===== src/hdl/d4opt_pkg.sv =====
package d4opt_pkg;

	localparam int TOTAL_W = 13;
	localparam int BYTE_W  = 8;

	localparam logic [BYTE_W-1:0] TYPE_PAD = 8'h00;
	localparam logic [BYTE_W-1:0] TYPE_END = 8'hFF;

	typedef enum logic [3:0] {
		PH_TYPE  = 4'b0001,
		PH_LEN   = 4'b0010,
		PH_VALUE = 4'b0100,
		PH_STOP  = 4'b1000
	} phase_t;

	typedef enum logic [2:0] {
		EV_PAD     = 3'd0,
		EV_TYPE    = 3'd1,
		EV_LENGTH  = 3'd2,
		EV_VALUE   = 3'd3,
		EV_END     = 3'd4,
		EV_TRUNC   = 3'd5,
		EV_IGNORED = 3'd6
	} evt_t;

	typedef struct packed {
		phase_t              phase;
		logic [BYTE_W-1:0]   current_type;
		logic [BYTE_W-1:0]   current_length;
		logic [BYTE_W-1:0]   value_count;
		logic [TOTAL_W-1:0]  byte_position;
		logic [TOTAL_W-1:0]  option_start;
		logic [TOTAL_W-1:0]  stop_offset;
	} parse_state_t;

	typedef struct packed {
		evt_t                event_res;
		logic [BYTE_W-1:0]   option_type;
		logic [BYTE_W-1:0]   option_length;
		logic [BYTE_W-1:0]   value_index;
		logic [BYTE_W-1:0]   value_byte;
		logic                option_done;
		logic                buffer_done;
		logic [TOTAL_W-1:0]  consumed;
	} parse_result_t;

	localparam parse_state_t STATE_RESET = '{
		phase:          PH_TYPE,
		current_type:   '0,
		current_length: '0,
		value_count:    '0,
		byte_position:  '0,
		option_start:   '0,
		stop_offset:    '0
	};

endpackage


===== src/hdl/d4opt_byte_if.sv =====
interface d4opt_byte_if;
	logic        valid;
	logic        ready;
	logic [7:0]  data_byte;
	logic [12:0] total_length;

	modport source (output valid, data_byte, total_length, input ready);
	modport sink (input valid, data_byte, total_length, output ready);
endinterface


===== src/hdl/d4opt_event_if.sv =====
interface d4opt_event_if;
	logic        valid;
	logic        ready;
	logic [2:0]  event_res;
	logic [7:0]  option_type;
	logic [7:0]  option_length;
	logic [7:0]  value_index;
	logic [7:0]  value_byte;
	logic        option_done;
	logic        buffer_done;
	logic [12:0] consumed;

	modport source (output valid, event_res, option_type, option_length, value_index,
		value_byte, option_done, buffer_done, consumed, input ready);
	modport sink (input valid, event_res, option_type, option_length, value_index,
		value_byte, option_done, buffer_done, consumed, output ready);
endinterface


===== src/hdl/d4opt_step.sv =====
module d4opt_step #(
	parameter int MAX_BUFFER_BYTES = 4096
) (
	input  d4opt_pkg::parse_state_t  st,
	input  logic [7:0]               data_byte,
	input  logic [12:0]              total_length,
	output d4opt_pkg::parse_state_t  nxt,
	output d4opt_pkg::parse_result_t res
);

	localparam int TOTAL_MAX = (1 << d4opt_pkg::TOTAL_W) - 1;
	localparam logic [12:0] LEN_CAP =
		13'((MAX_BUFFER_BYTES > TOTAL_MAX) ? TOTAL_MAX : MAX_BUFFER_BYTES);

	logic [12:0] tot;
	logic [13:0] pos_next;
	logic [13:0] opt_end;
	logic [7:0]  cnt_next;
	logic        last;

	always_comb begin
		// clamp the buffer length into the supported range
		if (total_length > LEN_CAP) begin
			tot = LEN_CAP;
		end else if (total_length == 13'd0) begin
			tot = 13'd1;
		end else begin
			tot = total_length;
		end
		pos_next = {1'b0, st.byte_position} + 14'd1;
		opt_end  = pos_next + {6'b0, data_byte};
		cnt_next = st.value_count + 8'd1;
		last     = (pos_next >= {1'b0, tot});

		nxt = st;
		res = '0;
		res.event_res = d4opt_pkg::EV_IGNORED;

		case (st.phase)
			d4opt_pkg::PH_TYPE: begin
				res.option_type = data_byte;
				if (data_byte == d4opt_pkg::TYPE_END) begin
					res.event_res   = d4opt_pkg::EV_END;
					nxt.stop_offset = st.byte_position;
					nxt.phase       = d4opt_pkg::PH_STOP;
				end else if (data_byte == d4opt_pkg::TYPE_PAD) begin
					res.event_res = d4opt_pkg::EV_PAD;
				end else if (last) begin
					res.event_res   = d4opt_pkg::EV_TRUNC;
					nxt.stop_offset = st.byte_position;
					nxt.phase       = d4opt_pkg::PH_STOP;
				end else begin
					res.event_res    = d4opt_pkg::EV_TYPE;
					nxt.current_type = data_byte;
					nxt.option_start = st.byte_position;
					nxt.phase        = d4opt_pkg::PH_LEN;
				end
			end
			d4opt_pkg::PH_LEN: begin
				res.option_type   = st.current_type;
				res.option_length = data_byte;
				if (opt_end > {1'b0, tot}) begin
					res.event_res   = d4opt_pkg::EV_TRUNC;
					nxt.stop_offset = st.option_start;
					nxt.phase       = d4opt_pkg::PH_STOP;
				end else begin
					res.event_res      = d4opt_pkg::EV_LENGTH;
					nxt.current_length = data_byte;
					nxt.value_count    = 8'd0;
					if (data_byte == 8'd0) begin
						res.option_done = 1'b1;
						nxt.phase       = d4opt_pkg::PH_TYPE;
					end else begin
						nxt.phase = d4opt_pkg::PH_VALUE;
					end
				end
			end
			d4opt_pkg::PH_VALUE: begin
				res.event_res     = d4opt_pkg::EV_VALUE;
				res.option_type   = st.current_type;
				res.option_length = st.current_length;
				res.value_index   = st.value_count;
				res.value_byte    = data_byte;
				nxt.value_count   = cnt_next;
				if (cnt_next >= st.current_length) begin
					res.option_done = 1'b1;
					nxt.phase       = d4opt_pkg::PH_TYPE;
				end
			end
			default: begin
				res.event_res = d4opt_pkg::EV_IGNORED;
			end
		endcase

		if (last) begin
			res.buffer_done = 1'b1;
			if (nxt.phase == d4opt_pkg::PH_STOP) begin
				res.consumed = nxt.stop_offset;
			end else if (nxt.phase == d4opt_pkg::PH_TYPE) begin
				res.consumed = tot;
			end else begin
				res.consumed = nxt.option_start;
			end
			nxt = d4opt_pkg::STATE_RESET;
		end else begin
			nxt.byte_position = pos_next[12:0];
		end
	end

endmodule


===== src/hdl/dhcp4_option_tlv_parser.sv =====
// DHCPv4 options walker. Feed the options buffer one byte per beat on
// "bytes", each beat carrying the buffer's total length; every byte yields
// exactly one beat on "events" (pad, type, length, value, end, truncated, or
// ignored after a stop), and the final byte of a buffer raises buffer_done
// with the consumed offset. The next byte after a final byte starts a new
// buffer at offset 0. The block takes one byte per clock unless the sink stalls:
// a byte is captured in an input register, the per-byte phase logic runs
// between that register and the result register, and a byte's result is
// offered on "events" once it moves from the input register into the result
// register; both registers advance together while the sink keeps up. A total
// length above MAX_BUFFER_BYTES is clamped to it, and zero is treated as one.
module dhcp4_option_tlv_parser #(
	parameter int MAX_BUFFER_BYTES = 4096
) (
	input  logic          clk,
	input  logic          arst_n,
	d4opt_byte_if.sink    bytes,
	d4opt_event_if.source events
);

	// input register
	logic        valid_s1;
	logic [7:0]  data_byte_s1;
	logic [12:0] total_length_s1;

	// result register
	logic                     valid_s2;
	d4opt_pkg::parse_result_t result_s2;

	// parse state carried from byte to byte
	d4opt_pkg::parse_state_t  state_q;
	d4opt_pkg::parse_state_t  state_nxt;
	d4opt_pkg::parse_result_t result_nxt;

	logic advance_s1;

	// move the captured byte into the result register when that slot frees up
	assign advance_s1  = valid_s1 && (!valid_s2 || events.ready);
	assign bytes.ready = !valid_s1 || advance_s1;

	d4opt_step #(
		.MAX_BUFFER_BYTES(MAX_BUFFER_BYTES)
	) u_step (
		.st           (state_q),
		.data_byte    (data_byte_s1),
		.total_length (total_length_s1),
		.nxt          (state_nxt),
		.res          (result_nxt)
	);

	always_ff @(posedge clk or negedge arst_n) begin
		if (!arst_n) begin
			valid_s1 <= 1'b0;
		end else if (bytes.ready) begin
			valid_s1 <= bytes.valid;
		end
	end

	// capture the incoming byte whenever the input register is free
	always_ff @(posedge clk) begin
		if (bytes.valid && bytes.ready) begin
			data_byte_s1    <= bytes.data_byte;
			total_length_s1 <= bytes.total_length;
		end
	end

	// advance the parse state only when a byte leaves the input register
	always_ff @(posedge clk or negedge arst_n) begin
		if (!arst_n) begin
			state_q <= d4opt_pkg::STATE_RESET;
		end else if (advance_s1) begin
			state_q <= state_nxt;
		end
	end

	always_ff @(posedge clk or negedge arst_n) begin
		if (!arst_n) begin
			valid_s2 <= 1'b0;
		end else if (advance_s1) begin
			valid_s2 <= 1'b1;
		end else if (events.ready) begin
			valid_s2 <= 1'b0;
		end
	end

	// hold the result until the sink takes it
	always_ff @(posedge clk) begin
		if (advance_s1) begin
			result_s2 <= result_nxt;
		end
	end

	assign events.valid         = valid_s2;
	assign events.event_res     = result_s2.event_res;
	assign events.option_type   = result_s2.option_type;
	assign events.option_length = result_s2.option_length;
	assign events.value_index   = result_s2.value_index;
	assign events.value_byte    = result_s2.value_byte;
	assign events.option_done   = result_s2.option_done;
	assign events.buffer_done   = result_s2.buffer_done;
	assign events.consumed      = result_s2.consumed;

endmodule

===== src/flat_wrapper.sv =====
// flat-port wrapper written by rule: the top's interface ports become plain ports
module dhcp4_option_tlv_parser_flat 
#(
	parameter int MAX_BUFFER_BYTES = 4096
)
  (clk, arst_n, bytes_valid, bytes_data_byte, bytes_total_length, bytes_ready, events_valid, events_event_res, events_option_type, events_option_length, events_value_index, events_value_byte, events_option_done, events_buffer_done, events_consumed, events_ready);
  d4opt_byte_if bytes_i ();
  d4opt_event_if events_i ();
  input  logic clk;
  input  logic arst_n;
  input wire logic [$bits(bytes_i.valid)-1:0] bytes_valid;
  input wire logic [$bits(bytes_i.data_byte)-1:0] bytes_data_byte;
  input wire logic [$bits(bytes_i.total_length)-1:0] bytes_total_length;
  output wire logic [$bits(bytes_i.ready)-1:0] bytes_ready;
  output wire logic [$bits(events_i.valid)-1:0] events_valid;
  output wire logic [$bits(events_i.event_res)-1:0] events_event_res;
  output wire logic [$bits(events_i.option_type)-1:0] events_option_type;
  output wire logic [$bits(events_i.option_length)-1:0] events_option_length;
  output wire logic [$bits(events_i.value_index)-1:0] events_value_index;
  output wire logic [$bits(events_i.value_byte)-1:0] events_value_byte;
  output wire logic [$bits(events_i.option_done)-1:0] events_option_done;
  output wire logic [$bits(events_i.buffer_done)-1:0] events_buffer_done;
  output wire logic [$bits(events_i.consumed)-1:0] events_consumed;
  input wire logic [$bits(events_i.ready)-1:0] events_ready;
  assign bytes_i.valid = bytes_valid;
  assign bytes_i.data_byte = bytes_data_byte;
  assign bytes_i.total_length = bytes_total_length;
  assign bytes_ready = bytes_i.ready;
  assign events_valid = events_i.valid;
  assign events_event_res = events_i.event_res;
  assign events_option_type = events_i.option_type;
  assign events_option_length = events_i.option_length;
  assign events_value_index = events_i.value_index;
  assign events_value_byte = events_i.value_byte;
  assign events_option_done = events_i.option_done;
  assign events_buffer_done = events_i.buffer_done;
  assign events_consumed = events_i.consumed;
  assign events_i.ready = events_ready;
  dhcp4_option_tlv_parser #(.MAX_BUFFER_BYTES(MAX_BUFFER_BYTES)) u_core (.clk(clk), .arst_n(arst_n), .bytes(bytes_i), .events(events_i));
endmodule

===== config.mk =====
export PLATFORM = sky130hd
export DESIGN_NAME = dhcp4_option_tlv_parser_flat
export DESIGN_NICKNAME = d
export VERILOG_FILES = /design/src/hdl/d4opt_pkg.sv /design/src/hdl/d4opt_byte_if.sv /design/src/hdl/d4opt_event_if.sv /design/src/hdl/d4opt_step.sv /design/src/hdl/dhcp4_option_tlv_parser.sv /design/src/flat_wrapper.sv
export SDC_FILE = /design/constraint.sdc
export NUM_CORES = 1
export LEC_CHECK = 0
export BUFFER_PORTS_ARGS = -buffer_cell sky130_fd_sc_hd__buf_2
export CORE_MARGIN = 2
export CORE_UTILIZATION = 65
export CTS_BUF_LIST = sky130_fd_sc_hd__clkbuf_2
export CTS_CLUSTER_DIAMETER = 60
export CTS_CLUSTER_SIZE = 24
export DETAILED_ROUTE_END_ITERATION = 10
export GPL_ROUTABILITY_DRIVEN = 1
export HOLD_SLACK_MARGIN = 0.03
export PLACE_DENSITY = 0.86
export SYNTH_ARGS = -nofsm -noshare
export SYNTH_HDL_FRONTEND = slang
export SYNTH_SLANG_ARGS = --single-unit

===== constraint.sdc =====
create_clock -name clk -period 9.9 [get_ports clk]
set_clock_uncertainty 0.15 [all_clocks]
set_input_delay 1.98 -clock clk [delete_from_list [all_inputs] [get_ports clk]]
set_output_delay 1.98 -clock clk [all_outputs]
set_load 0.01 [all_outputs]

==> implementation parameters <==
Parameter                              Value

Setup path
  Depth of the worst register-to-register path    19
  Required time of the critical path    slightly above 10000 ps
  Reg-to-reg startpoint    u_core.state_q[26]
  Register-to-register setup slack    about 3800 ps
  Worst path arrival time    6500 ps
  Max Fanout on Critical Path    22
  Worst Setup Start Kind    register
  Critical path type    register to register
  CP endpoint    u_core.events.consumed[11]
  Crit. End Element    register
  Launch point of the worst path    u_core.state_q[26]
  Critical register-to-register path endpoint    u_core.events.consumed[11]

Floorplanning
  Y dimension of the die    112 um
  DIE WIDTH    112 um
  Initial core utilization    66.3%
  IO Count    77
  Core Footprint    about 11000 um2
  Total die area    12500 um2
  Row count    39

Clock network
  TritonCTS buffer count    17
  TritonCTS clock tree    yes
  Clock Sink Count    140
  Latest clock arrival within the worst-skew pair    790 ps
  Clock-pin slew on the worst setup and hold paths    230 ps
  Maximum buffer depth of the clock tree    2
  Post-CTS repair timing setup buffer count    0
  CTS H-tree lvls    4
  Quantity of gates resized following cts    0
  CTS Root Buffer Type    clkbuf_2
  Hold-fix buffers at CTS    0

Timing
  Worst-case headroom to the max-slew limit    15.1%
  Transition time at the pin with the least slew margin    around 1300 ps
  Final hold violations    0
  Setup-failing EPs final    0
  Pins over their slew limit    0
  Setup repair after global routing missed its margin    no
  Tcrit/Tclk final    61.9%
  Period minus WS final    6130 ps
  Achievable frequency    0.163 GHz
  Setup TNS after final layout    0 ps

Placement
  Global placer's final weighted congestion    approximately 1.0
  Placed Instances    approximately 890
  Input/output buffers    76
  Post-detail-place hpwl    12700 um

Logic synthesis
  Cells taking the most area after synthesis    edfxtp_1 (28%), dfrtp_1 (22%), ha_1 (7.6%), nand2_1 (4.5%), o21ai_0 (3.0%)
  Async S/R FF share, synth    49.3%
  Register bit count reported by yosys    140
  Synthesized Nets    771
  Sequential fraction of the synthesis area    51.0%
  Top cell type's share of synthesized area    28.1%
  Total standard cell area after synthesis    7570 um2
  Syn Inst Count    between 600 and 700
  Count of flip-flops with a built-in enable after synthesis    71
  Dominant register cell in the synthesized netlist    edfxtp_1
  Number of warning messages in the yosys log    0
  Area leader, netlist    edfxtp_1
  Post-Synthesis Mean Instance Area    10.8 um2
  Number of different library cells in the post-synthesis netlist    68

Global routing
  Largest net degree at the start of global routing    70
  GR Util All Layers    30.9%
  Residual overflow from global routing    0
  Number of global-route vias before repair    5913
  Initial antenna violation count    1
  First-pass GRT wire length    30100 um

Min path
  Hold crit path type    register to register

Power and ir drop
  Leakage power figure    about 3.6 nW
  Power density cells    between 200 and 250 nW/um2
  Post-route total power    1.83 mW
  Worst vdd ir    0.150 mV

Layout
  Non-filler instance count after layout    around 920
  Final layout net count    833
  Area Growth Syn to Fin    9.32%
  Share of the core filled with cells    72.5%
  Final antenna diode count    0
  Number of fill cells    854
  Fraction of final layout cells sized beyond drive strength 1    18.5%

Drt
  Antenna violation net count after detailed routing    0
  Via density per instance    6.74
  Drt pass-1 iters    8
  Detailed Route WL    18800 um
  Drt first-iter violations    785
  Routed vias    6181
  Routed len/inst    20.5 um
  DRC viols    0

Status
  Status    finished, final reports clean

Job
  Number of violations of the max-capacitance limit    0
report_power, final:
group	internal, mW	switching (mW)
Sequential	0.715	0.0964
Combinational	0.252	0.380
Clock	0.169	0.222
cells in the mapped netlist (2+ instances only):
cell type and number:
o31ai_2 2, o2bb2ai_1 6, buf_2 11, inv_2 2, nand2_1 91, inv_1 27
nand4_1 6, xnor2_1 18, nor2b_1 2, o31ai_1 6, a31oi_1 4, buf_1 2
a2bb2oi_1 2, clkbuf_1 21, xor2_1 8, or3_1 2, buf_4 4, o22ai_1 14
a21o_1 8, dfrtp_1 68, a222oi_1 13, nor3_1 6, a22o_1 26, a211oi_1 3
and3_1 4, o21ai_0 46, a22oi_1 6, edfxtp_1 71, nand2b_1 5, nand3b_1 2
nor4_1 7, o21bai_1 3, o21ai_1 15, o2111ai_1 2, ha_1 46, or2_2 2
nor2_1 24, nand3_1 20, and2_1 20, mux2_2 12, a21oi_1 26, o21a_1 3
mux2i_1 8
cells in the final DEF (no fill, tap or decap), drive strengths merged, types with 7 or more instances in the layout:
cell type	count
mux2	12
nand4	7
nand3	20
and2	20
o21ai	62
inv	31
nor4	9
o31ai	8
a21o	8
nor2	24
xnor2	18
mux2i	8
ha	46
a222oi	13
edfxtp	71
a21oi	26
a22o	26
clkbuf	18
nand2	91
o22ai	14
dfrtp	68
buf	82
xor2	9
worst min-delay path by stage:
| stage | end | startpoint | cells past startpoint | slack (ps) |
|---|---|---|---|---|
| detailed placement | u_core.state_q[50] | u_core.state_q[50] | 2 | 320 |
| floorplan | u_core.state_q[48] | u_core.state_q[48] | 2 | 300 |
| CTS | u_core.state_q[50] | u_core.state_q[50] | 2 | 370 |
| global route | u_core.state_q[50] | u_core.state_q[50] | 2 | 400 |
| finish | u_core.state_q[50] | u_core.state_q[50] | 2 | 360 |
| global placement | u_core.state_q[49] | u_core.state_q[49] | 2 | 320 |
through the flow:
| step | setup WS [ps] | hold slack, ps | area (um2) |
|---|---|---|---|
| finish | 3770 | 364 | 8280 |
| detailed placement | 4050 | 324 | 8000 |
| global placement | 4340 | 317 | 8000 |
| CTS | 3960 | 365 | 8280 |
| global route | 3370 | 397 | 8280 |
| floorplan | 5280 | 300 | 7570 |
sequential cells by signal, indices dropped and copies added, names as in the netlist, 3 cells and up:
signal,cells
u_core.events.option_type,8
u_core.total_length_s1,13
u_core.events.value_byte,8
u_core.events.event_res,3
u_core.events.value_index,8
u_core.events.consumed,13
u_core.events.option_length,8
u_core.state_q,67
u_core.data_byte_s1,8
critical path, cell delays in order (launching register included):
cell and delay [ps]:
dfrtp_1 620, ha_1 380, inv_1 140, nor2_1 170, xor2_1 360, ha_1 320
a21oi_1 170, o21ai_0 170, a31oi_1 200, nor2_1 90, xnor2_1 150, ha_1 340
nand4_1 140, a211oi_1 220, nor4b_1 90, a2bb2oi_1 470, o21a_1 810, o2111ai_1 270
nand2_1 410, o22ai_1 170
logic make-up after synthesis:
family / Yosys count / synth area share (%)
fa+ha+maj: 47 / 7.86
compound gates: 197 / 17.9
xor+xnor: 27 / 3.22
simple gates: 200 / 13.3
mux: 20 / 2.84
flops: 140 / 51.0
buf+inv: 68 / 3.85
routing by layer:
metal  vias up  global-route usage (%)  share of wire, %
met5         -                       0                 0
met4         0                    12.0               3.1
met3        76                    9.04                10
met2       384                    47.1                46
met1      2994                    42.4                41
li1       2727                       -                 -
layout make-up:
type	instances	area (um2)	area share, %
sequential	140	3860	46.6
multi-input combinational	491	3420	41.3
timing repair buffer	82	425	5.14
clock inverter	14	194	2.34
tap	143	179	2.16
inverter	29	109	1.31
clock buffer	18	90.1	1.09
(Power assumes the default switching activity.)
